### config.mk
export PLATFORM = sky130hd
export DESIGN_NAME = ndef_tlv_record_byte_parser
export DESIGN_NICKNAME = d
export VERILOG_FILES = /design/src/rtl/ndeftlv_pkg.sv /design/src/rtl/ndef_tlv_record_byte_parser.sv /design/src/rtl/ndeftlv_step.sv
export SDC_FILE = /design/constraint.sdc
export NUM_CORES = 1
export LEC_CHECK = 0
export ABC_AREA = 0
export BUFFER_PORTS_ARGS = -buffer_cell sky130_fd_sc_hd__buf_2
export CORE_MARGIN = 10
export CORE_UTILIZATION = 34
export DETAILED_ROUTE_END_ITERATION = 8
export HOLD_SLACK_MARGIN = 0.12
export SLEW_MARGIN = 5
export SYNTH_ARGS = -nofsm -noshare
export SYNTH_HDL_FRONTEND = slang
export SYNTH_SLANG_ARGS = --single-unit
### constraint.sdc
create_clock -name clk -period 4.1 [get_ports clk]
set_input_delay 0.41 -clock clk [delete_from_list [all_inputs] [get_ports clk]]
set_output_delay 0.41 -clock clk [all_outputs]
set_load 0.05 [all_outputs]
### src/rtl/ndeftlv_pkg.sv
// shared types and constants for the ndef tlv record byte parser
`timescale 1ns / 1ps

package ndeftlv_pkg;

    localparam logic [7:0] TERMINATOR_TAG   = 8'hFE;
    localparam logic [7:0] LONG_LENGTH_MARK = 8'hFF;
    localparam int unsigned HDR_SR_BIT      = 4;
    localparam int unsigned HDR_IL_BIT      = 3;

    typedef enum logic [12:0] {
        PH_TAG     = 13'b0_0000_0000_0001,
        PH_LEN     = 13'b0_0000_0000_0010,
        PH_LEN_HI  = 13'b0_0000_0000_0100,
        PH_LEN_LO  = 13'b0_0000_0000_1000,
        PH_HDR     = 13'b0_0000_0001_0000,
        PH_TYPELEN = 13'b0_0000_0010_0000,
        PH_PAYLEN  = 13'b0_0000_0100_0000,
        PH_IDLEN   = 13'b0_0000_1000_0000,
        PH_TYPE    = 13'b0_0001_0000_0000,
        PH_ID      = 13'b0_0010_0000_0000,
        PH_PAYLOAD = 13'b0_0100_0000_0000,
        PH_SKIP    = 13'b0_1000_0000_0000,
        PH_IGNORE  = 13'b1_0000_0000_0000
    } phase_t;

    typedef enum logic [3:0] {
        ROLE_TAG     = 4'd0,
        ROLE_LENGTH  = 4'd1,
        ROLE_HEADER  = 4'd2,
        ROLE_TYPELEN = 4'd3,
        ROLE_PAYLEN  = 4'd4,
        ROLE_IDLEN   = 4'd5,
        ROLE_TYPE    = 4'd6,
        ROLE_ID      = 4'd7,
        ROLE_PAYLOAD = 4'd8,
        ROLE_TERM    = 4'd9,
        ROLE_IGNORED = 4'd10,
        ROLE_UNSUP   = 4'd11
    } role_t;

    typedef struct packed {
        logic [7:0] data_byte;
        logic       buffer_last;
    } in_word_t;

    typedef struct packed {
        role_t       byte_role;
        logic [7:0]  field_position;
        logic        field_last;
        logic [15:0] tlv_value_length;
        logic [7:0]  record_type_length;
        logic [7:0]  record_payload_length;
        logic [7:0]  record_id_length;
    } out_word_t;

    typedef struct packed {
        phase_t      phase;
        logic [15:0] tlv_bytes_left;
        logic [7:0]  length_high_byte;
        logic [7:0]  field_bytes_left;
        logic [7:0]  field_index;
        logic [7:0]  type_len;
        logic [7:0]  payload_len;
        logic [7:0]  id_len;
        logic        id_present;
        logic [15:0] tlv_length;
    } parse_state_t;

    localparam parse_state_t STATE_RESET = '{
        phase:            PH_TAG,
        tlv_bytes_left:   16'd0,
        length_high_byte: 8'd0,
        field_bytes_left: 8'd0,
        field_index:      8'd0,
        type_len:         8'd0,
        payload_len:      8'd0,
        id_len:           8'd0,
        id_present:       1'b0,
        tlv_length:       16'd0
    };

endpackage

### src/rtl/ndef_tlv_record_byte_parser.sv
// top level of the ndef tlv record byte parser
//
// takes a tag memory image one byte per word on the byte channel and
// returns one word per byte on the role channel: the byte's role, its
// position within a type, id or payload field, an end-of-field flag and
// the tlv and short record lengths decoded so far.
// both channels use valid and stall; a word moves on a clock edge with
// valid high and stall low.
// latency: the role word for a byte appears the cycle after that byte is
// taken. throughput: one byte per cycle, set by the single parse state
// register, which is updated from the incoming byte in the same cycle.
// the role word sits in an output register; while the receiver stalls,
// that register holds and the byte channel is stalled, otherwise a new
// byte is taken every cycle even as the previous word is handed over.
// a byte flagged buffer_last returns the parse state to its reset value
// once its role word has been formed.
// reset clears the parse state to expect a tlv tag and empties the
// output register.
`timescale 1ns / 1ps

module ndef_tlv_record_byte_parser
(
    input  logic                   clk,
    input  logic                   rst_n,
    input  logic                   byte_valid,
    output logic                   byte_stall,
    input  ndeftlv_pkg::in_word_t  byte_word,
    output logic                   role_valid,
    input  logic                   role_stall,
    output ndeftlv_pkg::out_word_t role_word
);

    ndeftlv_pkg::parse_state_t state_reg;
    ndeftlv_pkg::parse_state_t state_next;
    ndeftlv_pkg::parse_state_t step_state;
    ndeftlv_pkg::out_word_t    step_out;
    ndeftlv_pkg::out_word_t    out_reg;
    logic                      out_valid_reg;
    logic                      out_valid_next;
    logic                      accept;

    ndeftlv_step u_step
    (
        .cur      (state_reg),
        .in_word  (byte_word),
        .nxt      (step_state),
        .out_word (step_out)
    );

    assign byte_stall     = out_valid_reg & role_stall;
    assign accept         = byte_valid & ~byte_stall;
    assign out_valid_next = accept | (out_valid_reg & role_stall);
    assign state_next     = byte_word.buffer_last ? ndeftlv_pkg::STATE_RESET : step_state;

    always_ff @(posedge clk or negedge rst_n)
    begin
        if (!rst_n)
        begin
            state_reg     <= ndeftlv_pkg::STATE_RESET;
            out_valid_reg <= 1'b0;
        end
        else
        begin
            out_valid_reg <= out_valid_next;
            if (accept)
            begin
                state_reg <= state_next;
            end
        end
    end

    always_ff @(posedge clk)
    begin
        if (accept)
        begin
            out_reg <= step_out;
        end
    end

    assign role_valid = out_valid_reg;
    assign role_word  = out_reg;

    a_phase_onehot: assert property (@(posedge clk) disable iff (!rst_n)
        $onehot(state_reg.phase))
        else $error("parse phase not one-hot");

    a_last_restarts: assert property (@(posedge clk) disable iff (!rst_n)
        accept && byte_word.buffer_last |=> state_reg.phase == ndeftlv_pkg::PH_TAG)
        else $error("buffer end did not restart parsing");

    a_after_term: assert property (@(posedge clk) disable iff (!rst_n)
        accept && state_reg.phase == ndeftlv_pkg::PH_IGNORE
        |=> role_valid && role_word.byte_role == ndeftlv_pkg::ROLE_IGNORED)
        else $error("byte after terminator not ignored");

    a_position_field: assert property (@(posedge clk) disable iff (!rst_n)
        role_valid && role_word.field_position != 8'd0
        |-> role_word.byte_role == ndeftlv_pkg::ROLE_TYPE
            || role_word.byte_role == ndeftlv_pkg::ROLE_ID
            || role_word.byte_role == ndeftlv_pkg::ROLE_PAYLOAD)
        else $error("field position outside a body field");

    a_accept_gives_word: assert property (@(posedge clk) disable iff (!rst_n)
        accept |=> role_valid)
        else $error("accepted byte produced no role word");

endmodule

### src/rtl/ndeftlv_step.sv
// next parse state and byte label for one tag memory byte
`timescale 1ns / 1ps

module ndeftlv_step
(
    input  ndeftlv_pkg::parse_state_t cur,
    input  ndeftlv_pkg::in_word_t     in_word,
    output ndeftlv_pkg::parse_state_t nxt,
    output ndeftlv_pkg::out_word_t    out_word
);

    localparam logic [1:0] STAGE_TYPE    = 2'd0;
    localparam logic [1:0] STAGE_ID      = 2'd1;
    localparam logic [1:0] STAGE_PAYLOAD = 2'd2;
    localparam logic [1:0] STAGE_DONE    = 2'd3;

    // first non-empty body field at or after the given stage, else the next record header
    function automatic ndeftlv_pkg::phase_t enter_phase(
        input logic [1:0] stage,
        input logic [7:0] tl,
        input logic [7:0] il,
        input logic [7:0] pl
    );
        ndeftlv_pkg::phase_t ph;
        priority if (stage == STAGE_TYPE && tl != 8'd0)
            ph = ndeftlv_pkg::PH_TYPE;
        else if (stage <= STAGE_ID && il != 8'd0)
            ph = ndeftlv_pkg::PH_ID;
        else if (stage <= STAGE_PAYLOAD && pl != 8'd0)
            ph = ndeftlv_pkg::PH_PAYLOAD;
        else
            ph = ndeftlv_pkg::PH_HDR;
        return ph;
    endfunction

    function automatic logic [7:0] enter_count(
        input ndeftlv_pkg::phase_t ph,
        input logic [7:0] tl,
        input logic [7:0] il,
        input logic [7:0] pl
    );
        logic [7:0] cnt;
        unique case (ph)
            ndeftlv_pkg::PH_TYPE:    cnt = tl;
            ndeftlv_pkg::PH_ID:      cnt = il;
            ndeftlv_pkg::PH_PAYLOAD: cnt = pl;
            default:                 cnt = 8'd0;
        endcase
        return cnt;
    endfunction

    logic [7:0]          b;
    logic                value_byte;
    logic [7:0]          fbl_dec;
    logic [15:0]         tbl_dec;
    logic [1:0]          next_stage;
    ndeftlv_pkg::phase_t entered;

    assign b       = in_word.data_byte;
    assign fbl_dec = cur.field_bytes_left - 8'd1;

    always_comb
    begin
        nxt                     = cur;
        value_byte              = 1'b0;
        next_stage              = STAGE_DONE;
        entered                 = ndeftlv_pkg::PH_HDR;
        tbl_dec                 = 16'd0;
        out_word.byte_role      = ndeftlv_pkg::ROLE_IGNORED;
        out_word.field_position = 8'd0;
        out_word.field_last     = 1'b0;

        unique case (cur.phase)
            ndeftlv_pkg::PH_TAG:
            begin
                nxt.type_len    = 8'd0;
                nxt.payload_len = 8'd0;
                nxt.id_len      = 8'd0;
                nxt.id_present  = 1'b0;
                nxt.tlv_length  = 16'd0;
                if (b == ndeftlv_pkg::TERMINATOR_TAG)
                begin
                    out_word.byte_role = ndeftlv_pkg::ROLE_TERM;
                    nxt.phase          = ndeftlv_pkg::PH_IGNORE;
                end
                else
                begin
                    out_word.byte_role = ndeftlv_pkg::ROLE_TAG;
                    nxt.phase          = ndeftlv_pkg::PH_LEN;
                end
            end
            ndeftlv_pkg::PH_LEN:
            begin
                out_word.byte_role = ndeftlv_pkg::ROLE_LENGTH;
                if (b == ndeftlv_pkg::LONG_LENGTH_MARK)
                begin
                    nxt.phase = ndeftlv_pkg::PH_LEN_HI;
                end
                else
                begin
                    nxt.tlv_length     = {8'd0, b};
                    nxt.tlv_bytes_left = {8'd0, b};
                    if (b == 8'd0)
                    begin
                        out_word.field_last = 1'b1;
                        nxt.phase           = ndeftlv_pkg::PH_TAG;
                    end
                    else
                    begin
                        nxt.phase = ndeftlv_pkg::PH_HDR;
                    end
                end
            end
            ndeftlv_pkg::PH_LEN_HI:
            begin
                out_word.byte_role   = ndeftlv_pkg::ROLE_LENGTH;
                nxt.length_high_byte = b;
                nxt.tlv_length       = {b, 8'd0};
                nxt.phase            = ndeftlv_pkg::PH_LEN_LO;
            end
            ndeftlv_pkg::PH_LEN_LO:
            begin
                out_word.byte_role = ndeftlv_pkg::ROLE_LENGTH;
                nxt.tlv_length     = {cur.length_high_byte, b};
                nxt.tlv_bytes_left = {cur.length_high_byte, b};
                if ({cur.length_high_byte, b} == 16'd0)
                begin
                    out_word.field_last = 1'b1;
                    nxt.phase           = ndeftlv_pkg::PH_TAG;
                end
                else
                begin
                    nxt.phase = ndeftlv_pkg::PH_HDR;
                end
            end
            ndeftlv_pkg::PH_HDR:
            begin
                value_byte      = 1'b1;
                nxt.type_len    = 8'd0;
                nxt.payload_len = 8'd0;
                nxt.id_len      = 8'd0;
                if (b[ndeftlv_pkg::HDR_SR_BIT])
                begin
                    out_word.byte_role = ndeftlv_pkg::ROLE_HEADER;
                    nxt.id_present     = b[ndeftlv_pkg::HDR_IL_BIT];
                    nxt.phase          = ndeftlv_pkg::PH_TYPELEN;
                end
                else
                begin
                    // long record: rest of the tlv value is skipped
                    out_word.byte_role = ndeftlv_pkg::ROLE_UNSUP;
                    nxt.id_present     = 1'b0;
                    nxt.phase          = ndeftlv_pkg::PH_SKIP;
                end
            end
            ndeftlv_pkg::PH_TYPELEN:
            begin
                value_byte         = 1'b1;
                out_word.byte_role = ndeftlv_pkg::ROLE_TYPELEN;
                nxt.type_len       = b;
                nxt.phase          = ndeftlv_pkg::PH_PAYLEN;
            end
            ndeftlv_pkg::PH_PAYLEN:
            begin
                value_byte         = 1'b1;
                out_word.byte_role = ndeftlv_pkg::ROLE_PAYLEN;
                nxt.payload_len    = b;
                if (cur.id_present)
                begin
                    nxt.phase = ndeftlv_pkg::PH_IDLEN;
                end
                else
                begin
                    nxt.id_len           = 8'd0;
                    entered              = enter_phase(STAGE_TYPE, cur.type_len, 8'd0, b);
                    nxt.phase            = entered;
                    nxt.field_index      = 8'd0;
                    nxt.field_bytes_left = enter_count(entered, cur.type_len, 8'd0, b);
                end
            end
            ndeftlv_pkg::PH_IDLEN:
            begin
                value_byte           = 1'b1;
                out_word.byte_role   = ndeftlv_pkg::ROLE_IDLEN;
                nxt.id_len           = b;
                entered              = enter_phase(STAGE_TYPE, cur.type_len, b,
                                                   cur.payload_len);
                nxt.phase            = entered;
                nxt.field_index      = 8'd0;
                nxt.field_bytes_left = enter_count(entered, cur.type_len, b,
                                                   cur.payload_len);
            end
            ndeftlv_pkg::PH_TYPE, ndeftlv_pkg::PH_ID, ndeftlv_pkg::PH_PAYLOAD:
            begin
                value_byte = 1'b1;
                unique case (cur.phase)
                    ndeftlv_pkg::PH_TYPE:
                    begin
                        out_word.byte_role = ndeftlv_pkg::ROLE_TYPE;
                        next_stage         = STAGE_ID;
                    end
                    ndeftlv_pkg::PH_ID:
                    begin
                        out_word.byte_role = ndeftlv_pkg::ROLE_ID;
                        next_stage         = STAGE_PAYLOAD;
                    end
                    default:
                    begin
                        out_word.byte_role = ndeftlv_pkg::ROLE_PAYLOAD;
                        next_stage         = STAGE_DONE;
                    end
                endcase
                out_word.field_position = cur.field_index;
                nxt.field_index         = cur.field_index + 8'd1;
                nxt.field_bytes_left    = fbl_dec;
                if (fbl_dec == 8'd0)
                begin
                    out_word.field_last  = 1'b1;
                    entered              = enter_phase(next_stage, cur.type_len,
                                                       cur.id_len, cur.payload_len);
                    nxt.phase            = entered;
                    nxt.field_index      = 8'd0;
                    nxt.field_bytes_left = enter_count(entered, cur.type_len,
                                                       cur.id_len, cur.payload_len);
                end
            end
            ndeftlv_pkg::PH_SKIP:
            begin
                value_byte         = 1'b1;
                out_word.byte_role = ndeftlv_pkg::ROLE_UNSUP;
            end
            default:
            begin
                out_word.byte_role = ndeftlv_pkg::ROLE_IGNORED;
                nxt.phase          = ndeftlv_pkg::PH_IGNORE;
            end
        endcase

        // every byte inside a tlv value counts down the tlv length
        if (value_byte)
        begin
            tbl_dec            = cur.tlv_bytes_left - 16'd1;
            nxt.tlv_bytes_left = tbl_dec;
            if (tbl_dec == 16'd0)
            begin
                out_word.field_last = 1'b1;
                nxt.phase           = ndeftlv_pkg::PH_TAG;
            end
        end

        out_word.tlv_value_length      = nxt.tlv_length;
        out_word.record_type_length    = nxt.type_len;
        out_word.record_payload_length = nxt.payload_len;
        out_word.record_id_length      = nxt.id_len;
    end

endmodule
==> impl_metrics.sql <==
INSERT INTO impl_metrics (metric_group, metric, value, unit) VALUES
('worst_setup_path', 'start_to_end_type_of_the_worst_setup_path', 'flip-flop to flip-flop', ''),
('worst_setup_path', 'cp-end-kind', 'flip-flop', ''),
('drt', 'drt_drc_violations_left', '0', ''),
('grt', 'number_of_antenna_violations_at_the_first_check_in_global_routing', '0', ''),
('finish', 'layout_area_growth_over_synthesis', '15.65', '%'),
('cts', 'cts_max_path_buffers', '2', ''),
('die', 'floorplan.initialDensity', '34.44', '%'),
('sta', 'period_share', '91.38', '%'),
('drt', 'detail_route.wl_per_cell', '20.67', 'um'),
('die', 'die_height', '173.7', 'um'),
('finish', 'final_area', '9294', 'um^2'),
('grt', 'grt_start_max_net_pins', '74', ''),
('drt', 'drt_first_iter_violations', '685', ''),
('logic_synthesis', 'largest_family_of_logic_cells_by_synthesized_area', 'compound AO/OA/AOI/OAI gates', ''),
('sta', 'timing.final.crit_period', '3746', 'ps'),
('grt', 'globalRouteOverflowTotal', '0', ''),
('logic_synthesis', 'yosys-mux-area-fraction', '0.2491', '%'),
('power', 'power_density', '413.8', 'nW/um^2'),
('die', 'floorplan.io_pins', '68', ''),
('sta', 'timing.max_slew.rel_slack', '29.02', '%'),
('logic_synthesis', 'most_area_consuming_cells_after_synthesis', 'dfrtp_1 (29%), edfxtp_1 (20%), a22o_1 (6.9%), nand2_1 (3.9%), o21ai_0 (2.9%)', ''),
('worst_setup_path', 'rr_worst_depth', '12', ''),
('worst_setup_path', 'critical_path_depth', '12', ''),
('cts', 'skew_pair_late_insertion_delay', '440', 'ps'),
('logic_synthesis', 'synth-adder-area-share', '1.401', '%'),
('power', 'switching_share', '30.52', '%'),
('sta', 'tightest_slew', '1057', 'ps'),
('logic_synthesis', 'synth-edff-count', '53', ''),
('drt', 'antenna_left', '0', ''),
('sta', 'maxClockFrequency', '266.9', 'MHz'),
('worst_setup_path', 'worstPathArrival', '4080', 'ps'),
('worst_setup_path', 'timing.critical_path.fanout_max', '9', ''),
('grt', 'grt_first_pass_wirelength', '39870', 'um'),
('finish', 'antenna_cells', '0', ''),
('logic_synthesis', 'postSynth.topFlopCell', 'dfrtp_1', ''),
('worst_setup_path', 'required', '4430', 'ps'),
('power', 'share_clk_of_total_power', '42.6', '%'),
('drt', 'drtPass1Iterations', '6', ''),
('cts', 'htreeDepth', '4', ''),
('place', 'portBuffers', '67', ''),
('cts', 'clk_root_buffer_cell', 'clkbuf_16', ''),
('die', 'core_area', '23330', 'um^2'),
('cts', 'cts_sinks', '148', ''),
('logic_synthesis', 'synth_top_area_share', '29.27', '%'),
('cts', 'tritoncts', 'done', ''),
('logic_synthesis', 'yosys.area.top_type', 'dfrtp_1', ''),
('sta', 'report.final.setup_viol', '0', ''),
('cts', 'cts_hold_repair.buffers', '0', ''),
('sta', 'finalHoldViolations', '0', ''),
('cts', 'cts.reportedPaths.clkPinSlew', '70', 'ps'),
('logic_synthesis', 'yosysUniqueCellTypes', '80', ''),
('place', 'post-dp-hpwl', '16850', 'um'),
('power', 'power.share.sequential', '42.2', '%'),
('logic_synthesis', 'share_of_synthesized_cell_area_in_and_or_nand_and_nor_gates', '20.32', '%'),
('run_status', 'status', 'complete, no violations', ''),
('power', 'combPwrFrac', '15.2', '%'),
('power', 'power.net_switching', '0.001174', 'W'),
('finish', 'max_ffs_per_register', '94', ''),
('power', 'irDropWorstVdd', '0.2045', 'mV'),
('worst_hold_path', 'hold_class', 'input port to async pin', ''),
('grt', 'number_of_global_route_vias_before_repair', '6888', ''),
('finish', 'num-fill-cells', '2310', ''),
('logic_synthesis', 'synthXorXnorAreaFrac', '1.744', '%'),
('logic_synthesis', 'synth_fp_nets', '834', ''),
('place', 'globalplace.congestion', '0.9392', ''),
('die', 'placement_rows', '56', ''),
('worst_setup_path', 'critical-path-top-delay-family', 'compound AO/OA/AOI/OAI gates', ''),
('worst_setup_path', 'path_cells', 'nor3_2, nand2_1, nor3_1, nand3b_1, inv_1, ha_1, a21boi_0, a21boi_1, a222oi_1, nor3_1, nor3_1, o31ai_1', ''),
('sta', 'rsz0062_at_grt', 'no', ''),
('power', 'p_int', '0.002672', 'W'),
('logic_synthesis', 'yosysWarnings', '0', '');
==> per-stage QoR <==
stage | setup WS (ps) | total power (W) | hold WS, ps | util (%) | std cells
2_1_floorplan | 843.7 | 0.002065 | 114.4 | - | 812
3_3_place_gp | 697.2 | 0.002237 | 485.7 | 37.20 | 1161
3_5_place_dp | 562.8 | 0.002237 | 486.2 | 37.20 | 1161
4_1_cts | 536.4 | 0.003884 | 179.0 | 39.83 | 1193
5_1_grt | 187.6 | 0.004005 | 189.9 | 39.83 | 1193
6_report | 353.5 | 0.003846 | 147.7 | 39.83 | 1193
==> logic make-up (layout without fill, tap and decap cells) <==
| group | count (synthesis) | count (layout) |
|---|---|---|
| DFF | 148 | 148 |
| adders and majority gates | 9 | 9 |
| and+or+nand+nor | 311 | 311 |
| AOI/OAI and AO/OA | 252 | 252 |
| buffers and inverters | 74 | 136 |
| muxes | 2 | 2 |
| xor gates and xnor gates | 16 | 16 |
==> cells in the final DEF, fill, tap and decap left out, types with 8 or more instances in the layout <==
cell type / synthesis / layout
dfrtp_1: 94 / 94
nand2_1: 83 / 83
buf_2: 10 / 66
a22o_1: 63 / 63
nor2_1: 61 / 60
edfxtp_1: 53 / 53
o21ai_0: 46 / 46
a21oi_1: 32 / 32
nor3_1: 27 / 27
and2_1: 25 / 25
nand3_1: 23 / 23
inv_1: 21 / 21
nor4_1: 19 / 19
clkbuf_16: 0 / 17
buf_4: 0 / 16
xnor2_1: 12 / 12
nand2b_1: 10 / 10
o31ai_1: 10 / 10
a221o_1: 9 / 9
o2bb2ai_1: 9 / 9
a211oi_1: 9 / 9
ha_1: 9 / 9
and3_1: 8 / 8
nand4_1: 8 / 8
a21o_1: 8 / 8
o22ai_1: 8 / 8
==> Yosys cell counts (3+ instances only) <==
cell type	n
a211oi_1	9
a21o_1	8
a21oi_1	32
a221o_1	9
a221oi_1	4
a222oi_1	7
a22o_1	63
a22oi_1	7
a2bb2oi_1	3
a311oi_1	3
a31oi_1	3
and2_1	25
and3_1	8
buf_2	10
clkbuf_1	40
dfrtp_1	94
edfxtp_1	53
ha_1	9
inv_1	21
nand2_1	83
nand2b_1	10
nand3_1	23
nand4_1	8
nand4b_1	4
nor2_1	61
nor3_1	27
nor3_2	3
nor3b_1	3
nor4_1	19
nor4b_1	6
o21ai_0	46
o21ai_1	3
o22ai_1	8
o2bb2ai_1	9
o31ai_1	10
or3_1	7
or4_1	4
xnor2_1	12
xor2_1	4
==> final cells by class <==
| cell class | count | area (um^2) | area share [%] |
|---|---|---|---|
| Clock buffer | 17 | 425.4 | 4.577 |
| Clock inverter | 15 | 188.9 | 2.033 |
| Inverter | 22 | 82.58 | 0.8885 |
| Multi-Input combinational cell | 590 | 3777 | 40.64 |
| Sequential cell | 148 | 3970 | 42.72 |
| Tap cell | 319 | 399.1 | 4.295 |
| Timing Repair Buffer | 82 | 450.4 | 4.847 |
==> final timing paths <==
check | startpoint | to | slack [ps]
hold reg to reg | state_reg[80]$_DFFE_PN0P_ | state_reg[80]$_DFFE_PN0P_ | 500
hold / removal | rst_n | state_reg[51]$_DFFE_PN0P_ | 150
setup reg to reg | state_reg[85]$_DFFE_PN0P_ | state_reg[50]$_DFFE_PN0P_ | 350
setup / recovery | state_reg[85]$_DFFE_PN0P_ | state_reg[50]$_DFFE_PN0P_ | 350
min in group clk | byte_valid | role_valid$_DFF_PN0_ | 190
max in group asynchronous | rst_n | state_reg[29]$_DFFE_PN0P_ | 3070
==> worst register-to-register path, stage by stage (launching register included) <==
cell,delay [ps]
dfrtp_1,490
nor3_2,520
nand2_1,150
nor3_1,220
nand3b_1,200
inv_1,100
ha_1,190
a21boi_0,410
a21boi_1,610
a222oi_1,210
nor3_1,210
nor3_1,90
o31ai_1,240
==> per-layer routing <==
| metal | track usage (%) | vias up | part of all wire (%) |
|---|---|---|---|
| met5 | 0 | - | 0 |
| met4 | 5.237 | 0 | 1.9 |
| met3 | 3.812 | 48 | 5.7 |
| met2 | 26.17 | 241 | 48 |
| met1 | 21.29 | 3331 | 44 |
| li1 | - | 3204 | - |
==> power groups by stage <==
stage / Sequential [W] / Combinational [W] / Clock [W]
finish: 0.00162 / 0.000586 / 0.00164
global route: 0.00163 / 0.000640 / 0.00174
CTS: 0.00162 / 0.000590 / 0.00167
detailed placement: 0.00165 / 0.000586 / 0
global placement: 0.00165 / 0.000586 / 0
floorplan: 0.00174 / 0.000323 / 0
Note: power is estimated with default switching activity, not from simulation.
